[config.mk]
export PLATFORM = sky130hd
export DESIGN_NAME = sst_ctrl
export DESIGN_NICKNAME = d
export VERILOG_FILES = /design/src/design/sst_pkg.sv /design/src/design/sst_ctrl.sv
export SDC_FILE = /design/constraint.sdc
export NUM_CORES = 1
export LEC_CHECK = 0
export BUFFER_PORTS_ARGS = -buffer_cell sky130_fd_sc_hd__buf_2
export CAP_MARGIN = 40
export CORE_AREA = 2 2 39 41
export CTS_CLUSTER_SIZE = 16
export DETAILED_ROUTE_END_ITERATION = 7
export DIE_AREA = 0 0 41 43
export PLACE_DENSITY = 0.48
export SLEW_MARGIN = 20
export SYNTH_ARGS = -nofsm -noshare
export SYNTH_HDL_FRONTEND = slang
export SYNTH_SLANG_ARGS = --single-unit
[constraint.sdc]
create_clock -name clk -period 2.5 [get_ports clk]
set_input_delay 0.125 -clock clk [delete_from_list [all_inputs] [get_ports clk]]
set_output_delay 0.125 -clock clk [all_outputs]
set_load 0.05 [all_outputs]
[src/design/sst_pkg.sv]
// Shared types and constants for the sparse set table.
package sst_pkg;

    localparam int OP_W     = 3;
    localparam int KEY_W    = 12;
    localparam int VALUE_W  = 32;
    localparam int SLOT_W   = 8;
    localparam int STATUS_W = 2;
    localparam int OCC_W    = 9;

    localparam logic [OP_W-1:0] OP_PUT     = 3'd0;
    localparam logic [OP_W-1:0] OP_RESERVE = 3'd1;
    localparam logic [OP_W-1:0] OP_GET     = 3'd2;
    localparam logic [OP_W-1:0] OP_REMOVE  = 3'd3;
    localparam logic [OP_W-1:0] OP_READ    = 3'd4;

    localparam logic [STATUS_W-1:0] ST_OK     = 2'd0;
    localparam logic [STATUS_W-1:0] ST_ABSENT = 2'd1;
    localparam logic [STATUS_W-1:0] ST_FULL   = 2'd2;
    localparam logic [STATUS_W-1:0] ST_RANGE  = 2'd3;

    typedef struct packed {
        logic clear_wr;
        logic accept;
        logic check;
        logic fetch;
        logic rem_fin;
        logic load_out;
    } cmd_t;

    typedef struct packed {
        logic clear_last;
        logic remove_hit;
    } sts_t;

endpackage

[src/design/sst_ctrl.sv]
// Controller state machine: sequences clear pass, lookup, access, remove and output load.
module sst_ctrl (
    input  logic          clk,
    input  logic          rst_n,
    input  logic          in_valid,
    output logic          in_stall,
    output logic          out_valid,
    input  logic          out_stall,
    output sst_pkg::cmd_t cmd,
    input  sst_pkg::sts_t sts
);
    import sst_pkg::*;

    localparam int STATE_W = 3;
    localparam logic [STATE_W-1:0] S_CLEAR  = 3'd0;
    localparam logic [STATE_W-1:0] S_IDLE   = 3'd1;
    localparam logic [STATE_W-1:0] S_CHECK  = 3'd2;
    localparam logic [STATE_W-1:0] S_FETCH  = 3'd3;
    localparam logic [STATE_W-1:0] S_REMOVE = 3'd4;
    localparam logic [STATE_W-1:0] S_DONE   = 3'd5;

    logic [STATE_W-1:0] state_reg;
    logic [STATE_W-1:0] state_next;
    logic               out_valid_reg;
    logic               out_valid_next;

    always_comb
    begin
        cmd        = '0;
        state_next = state_reg;
        unique case (state_reg)
            S_CLEAR:
            begin
                cmd.clear_wr = 1'b1;
                if (sts.clear_last)
                begin
                    state_next = S_IDLE;
                end
            end
            S_IDLE:
            begin
                if (in_valid)
                begin
                    cmd.accept = 1'b1;
                    state_next = S_CHECK;
                end
            end
            S_CHECK:
            begin
                cmd.check  = 1'b1;
                state_next = S_FETCH;
            end
            S_FETCH:
            begin
                cmd.fetch  = 1'b1;
                state_next = sts.remove_hit ? S_REMOVE : S_DONE;
            end
            S_REMOVE:
            begin
                cmd.rem_fin = 1'b1;
                state_next  = S_DONE;
            end
            S_DONE:
            begin
                if (!out_valid_reg || !out_stall)
                begin
                    cmd.load_out = 1'b1;
                    state_next   = S_IDLE;
                end
            end
            default:
            begin
                state_next = S_IDLE;
            end
        endcase
    end

    assign out_valid_next = cmd.load_out | (out_valid_reg & out_stall);

    always_ff @(posedge clk or negedge rst_n)
    begin
        if (!rst_n)
        begin
            state_reg     <= S_CLEAR;
            out_valid_reg <= 1'b0;
        end
        else
        begin
            state_reg     <= state_next;
            out_valid_reg <= out_valid_next;
        end
    end

    assign in_stall  = (state_reg != S_IDLE);
    assign out_valid = out_valid_reg;

endmodule

==> metrics.md, run 1 <==
| Metric | Value |
|---|---|
| Status | `completed` |
| Synth unique cells | `18` |
| Tmin final | `1.61 ns` |
| Slew HR | `0.788` |
| First-pass GRT wire length | `807 µm` |
| Area of the multi-input gates | `136 µm²` |
| Ratio of cells with drive above 1 in the final layout | `0.463` |
| Synth area leaders | `dfrtp_1 39%, nand3b_1 5.8%, nor3b_1 5.8%` |
| Reg2reg end | `state_reg[0]` |
| Max-capacitance violation count | `0` |
| Initial Util | `0.187` |
| Area growth syn-to-layout | `38.2%` |
| Core area | `1380 µm²` |
| Crit path max-delay family | `simple AND/OR/NAND/NOR gates` |
| Final period util | `0.645` |
| Synth area leader | `dfrtp_1` |
| Die Span Y | `43 µm` |
| Clk sinks | `4` |
| DIE AREA | `1760 µm²` |
| Most common library cell in the layout ignoring fill and taps | `buf_2` |
| Hold Startpoint | `out_stall` |
| Setup violators final | `0` |
| Hold WC Path Type | `in -> reg` |
| Post-synth top area share | `0.386` |
| Initial antenna violation count | `0` |
| Worst-path cell chain | `or3b_4 > nor2_2 > buf_2` |
| Worst Path Required | `2.38 ns` |
| CP peak stage delay | `0.48 ns` |
| Beginning of the worst register-to-register path | `state_reg[1]` |
| Crit path buffers/inverters | `1` |
| Critical Path Stages | `3` |
| Syn Area/Cell | `9.96 µm²` |
| Gate count of the mapped netlist | `26` |
| GP Congestion | `0.589` |
| Syn Nets | `32` |
| Site row count | `14` |
| CTS resizes | `0` |
| CTS Buffer Depth | `2` |
| Number of fill cells in the layout | `150` |
| Final net count | `49` |
| Synthesized cell area | `259 µm²` |
| Number of flops mapped to enable cells by yosys | `0` |
| Clock skew | `0.00212 ns` |
| Hold Path Sink | `out_valid` |
| Final wirelength | `567 µm` |
| Final setup TNS | `0 ns` |
| Register bit count reported by yosys | `4` |
| Endpoint class of the critical path | `output pin` |
| Routed Antenna Nets | `0` |
| Commonest non-fill, non-tap cells in the layout | `13 x buf_2, 4 x dfrtp_1, 3 x clkbuf_4` |
| Register Area | `100 µm²` |
| CTS tree | `built` |
| Chip width | `41 µm` |
| Final hold viol count | `0` |
| Worst slew pin tran | `0.319 ns` |
| Critical path arrival | `1.49 ns` |
| H-tree levels | `1` |
| Number of stages on the worst hold path | `3` |
| Pin count of the biggest net entering global routing | `12` |
| Setup crit start kind | `flop` |
| Fmax | `0.620 GHz` |
| Vias in the first global route | `196` |
| Global Route Usage Sum | `0.0786` |
| Max FFs per register | `3` |
| Crit Path Max Fanout | `11` |
| Minimum hold slack | `0.119 ns` |
| Crit path kind | `reg -> out` |
| Detailed placer's ending HPWL | `399 µm` |
| DR pass1 iterations | `4` |
| Clk_lat worst skew | `0.24 ns` |
| Yosys warnings | `0` |
| Vias/cell | `4.16` |
| TritonCTS buffer count | `3` |
| Synth async-reset ratio | `1.00` |
| GRT overflow | `0` |
| Drt initial violations | `3` |
| Clk pin slew, worst setup/hold paths | `0.04 ns` |
| Final max-slew violation count | `0` |
| Ys flop type | `dfrtp_1` |
| Number of port buffers | `13` |
| Reg2reg path depth | `2` |
| Clock Tree Root | `clkbuf_4` |
| Ant. Diodes | `0` |
| Flop2flop setup slack | `1.40 ns` |
| Routed len/inst | `9.95 µm` |
| RSZ-0062 raised after global routing | `no` |
| Crit path max-delay cell type | `dfrtp_1` |
| Via count | `237` |
| # DRC | `0` |
| Register area share after synthesis | `0.386` |
| IO Count | `14` |
-- metal layers --
layer / share of wire / vias to the layer above / GRT usage
met4: 0.0071 / 0 / 0.0600
met5: 0 / - / 0
met3: 0.11 / 2 / 0.0785
li1: - / 121 / -
met1: 0.51 / 101 / 0.0912
met2: 0.38 / 13 / 0.0813
-- cell usage after synthesis (all sizes together) (2+ instances only) --
cell type / n
nand3b: 2
nand2: 2
buf: 2
dfrtp: 4
nand2b: 2
a21oi: 2
nor3b: 2
-- kinds of logic after synthesis --
kind of cell / Yosys count / synth area share
simple gates: 12 / 0.319
flops: 4 / 0.386
compound gates: 6 / 0.169
mux: 1 / 0.0386
buf+inv: 3 / 0.0870
-- final cells by class --
type,count,share of cell area
clock buffers,3,0.0629
inverters,1,0.0105
multi-input cells,19,0.381
repair buffers,14,0.210
flip-flops and latches,4,0.280
well taps,16,0.0559
-- repair_timing --
action / 4_1_cts / 5_1_grt
hold buffers: 1 / 0
hold endpoints to repair: 4 / 0
setup buffers: 0 / 0
-- worst min-delay path, cell delays in order --
cell and delay, ns:
buf_2 0.10, nand2_1 0.05, nand2_1 0.05
-- worst max-delay path by stage --
stage | start | endpoint | slack, ns
2_1_floorplan | state_reg[0] | cmd[1] | 0.70
3_3_place_gp | state_reg[1] | cmd[4] | 1.15
3_5_place_dp | state_reg[1] | cmd[4] | 1.14
4_1_cts | state_reg[0] | cmd[4] | 0.88
5_1_grt | state_reg[0] | cmd[4] | 0.79
6_report | state_reg[1] | cmd[4] | 0.89
-- per-stage QoR --
stage,instance area (µm²),instances,util,setup WS [ns]
5_1_grt,358,57,0.259,0.790
4_1_cts,358,57,0.259,0.880
2_1_floorplan,259,26,-,0.703
3_3_place_gp,325,53,0.235,1.15
3_5_place_dp,325,53,0.235,1.14
6_report,358,57,0.259,0.888
Power of run 1 is not shown: default switching activity piles up to over one toggle a cycle in this logic, so the estimate is an artifact.
==> run 2, diff against run 1 <==
- clock period: 2.5 -> 1.49 ns (I/O delays scaled with it)
==> metrics.md, run 2 (synthesis gave the netlist of run 1 again) <==
| Metric | Value |
|---|---|
| Status | `completed` |
| Commonest non-fill, non-tap cells in the layout | `12 x buf_2, 3 x clkbuf_4` |
| Initial antenna violation count | `0 (unchanged)` |
| Initial Util | `0.187 (unchanged)` |
| Clk pin slew, worst setup/hold paths | `0.04 ns (about the same)` |
| Final hold viol count | `0 (unchanged)` |
| RSZ-0062 raised after global routing | `no` |
| Ratio of cells with drive above 1 in the final layout | `0.568 (+0.105)` |
| Top Layer Used | `met3` |
| Via count | `248 (+4.6%)` |
| Critical path arrival | `1.32 ns (-0.17 ns)` |
| Fmax | `0.716 GHz` |
| IO Count | `14 (unchanged)` |
| Hold Startpoint | `out_stall` |
| Site row count | `14 (unchanged)` |
| Area growth syn-to-layout | `50.7%` |
| GP Congestion | `0.608 (+3.1%)` |
| Routed len/inst | `9.63 µm (-3.2%)` |
| Final max-slew violation count | `0 (unchanged)` |
| Clock Tree Root | `clkbuf_4` |
| # DRC | `0 (unchanged)` |
| Vias/cell | `4.13 (-0.59%)` |
| Vias in the first global route | `208 (+6.1%)` |
| Max FFs per register | `3 (unchanged)` |
| Worst vdd ir | `1180 µV` |
| Routed Antenna Nets | `0 (unchanged)` |
| Reg2reg path depth | `3 (+1)` |
| Crit path kind | `reg -> out` |
| Clk_lat worst skew | `0.23 ns (about the same)` |
| Hold Path Sink | `out_valid` |
| Crit Path Max Fanout | `6 (-5)` |
| Final wirelength | `578 µm (+1.9%)` |
| Global Route Usage Sum | `0.0727 (-0.00598)` |
| Setup crit start kind | `flop` |
| WL met1 | `320 µm (+11%)` |
| Number of fill cells in the layout | `142 (-5.3%)` |
| Clk sinks | `4 (unchanged)` |
| CTS tree | `built` |
| Worst Path Required | `1.42 ns (-0.96 ns)` |
| Clock skew | `0.00206 ns (-0.0000517 ns)` |
| Most common library cell in the layout ignoring fill and taps | `buf_2` |
| Leak pwr | `0.202 nW` |
| Number of stages on the worst hold path | `3 (unchanged)` |
| First-pass GRT wire length | `800 µm (-0.87%)` |
| Setup violators final | `0 (unchanged)` |
| Slew HR | `0.833 (+0.0453)` |
| GRT overflow | `0 (unchanged)` |
| TritonCTS buffer count | `3 (unchanged)` |
| Final core occ | `0.282 (+0.0235)` |
| Final net count | `52 (+6.1%)` |
| Core area | `1380 µm² (unchanged)` |
| Met3 Wirelength | `61 µm (unchanged)` |
| Power per standard cell area | `2590 nW/µm²` |
| Routed length on met2 | `196 µm (-8.0%)` |
| Tmin final | `1.40 ns` |
| Worst slew pin tran | `0.252 ns (-0.0662 ns)` |
| Drt initial violations | `3 (unchanged)` |
| Flop2flop setup slack | `0.37 ns (-1.03 ns)` |
| Number of port buffers | `13 (unchanged)` |
| Ant. Diodes | `0 (unchanged)` |
| Total Power | `1.01 mW` |
| Beginning of the worst register-to-register path | `state_reg[1]` |
| Chip width | `41 µm (unchanged)` |
| DR pass1 iterations | `3 (-1)` |
| DIE AREA | `1760 µm² (unchanged)` |
| CTS Buffer Depth | `2 (unchanged)` |
| H-tree levels | `1 (unchanged)` |
| Die Span Y | `43 µm (unchanged)` |
| Hold WC Path Type | `in -> reg` |
| Final period util | `0.938` |
| Reg2reg end | `state_reg[0]` |
| Max-capacitance violation count | `0 (unchanged)` |
| Pin count of the biggest net entering global routing | `12 (unchanged)` |
| Endpoint class of the critical path | `output pin` |
run 2: changes by cell type in the layout (fill, tap and decap cells not counted):
| cell | delta |
|---|---|
| buf_4 | +2 |
| dfrtp_2 | +2 |
| buf_2 | -1 |
| a21oi_1 | -1 |
| clkbuf_2 | +1 |
| buf_6 | +1 |
| dfrtp_1 | -2 |
| a21oi_2 | +1 |
run 2: worst max path at each step:
stage,startpoint,end,cells after the start
after floorplan,state_reg[0],cmd[1],2
after global placement,state_reg[1],cmd[4],3
after detailed placement,state_reg[1],cmd[4],3
after CTS,state_reg[1],cmd[4],3
after global routing,state_reg[1],cmd[4],3
final,state_reg[1],cmd[4],3
run 2: routing by layer:
layer	vias up	global-route usage
met5	-	0
met2	14	0.0813
met1	102	0.0915
met4	0	0.0400
li1	132	-
met3	0	0.0628
run 2: area by class of cell:
class / count / area, µm² / area share
Clock buffer: 3 / 22.5 / 0.0577
Inverter: 1 / 3.75 / 0.00962
Tap cell: 16 / 20.0 / 0.0513
Multi-Input combinational cell: 19 / 140 / 0.359
Sequential cell: 4 / 103 / 0.263
Timing Repair Buffer: 17 / 101 / 0.260
run 2: critical path, cell delays in order (launching register included):
cell     delay [ns]
dfrtp_2        0.43
or3b_4         0.41
nor2_2         0.10
buf_6          0.16
run 2: per-stage QoR:
step,TNS (ns),hold WS [ns],std cells,area [µm²],setup slack (ns)
after floorplan,-0.697,-0.221,26,263,-0.256
after global placement,0,-0.114,54,337,0.205
after detailed placement,0,-0.113,54,337,0.192
after CTS,0,0.0725,58,373,0.0251
after global routing,0,0.0982,60,390,0.0275
final,0,0.0774,60,390,0.0930
run 2: timing repair:
action | CTS | global route
resized for setup | 2 | 2
endpoints found under the hold margin | 4 | 0
endpoints found under the setup margin | 1 | 1
hold buffers | 1 | 0
setup buffers | 0 | 2
run 2: where the power goes:
group / internal, mW / total, mW / leakage (nW) / switching [mW]
Combinational: 0.230 / 0.668 / 0.140 / 0.438
Sequential: 0.160 / 0.213 / 0.0481 / 0.0528
Clock: 0.0898 / 0.130 / 0.0138 / 0.0404
Note: power is estimated with default switching activity, not from simulation.
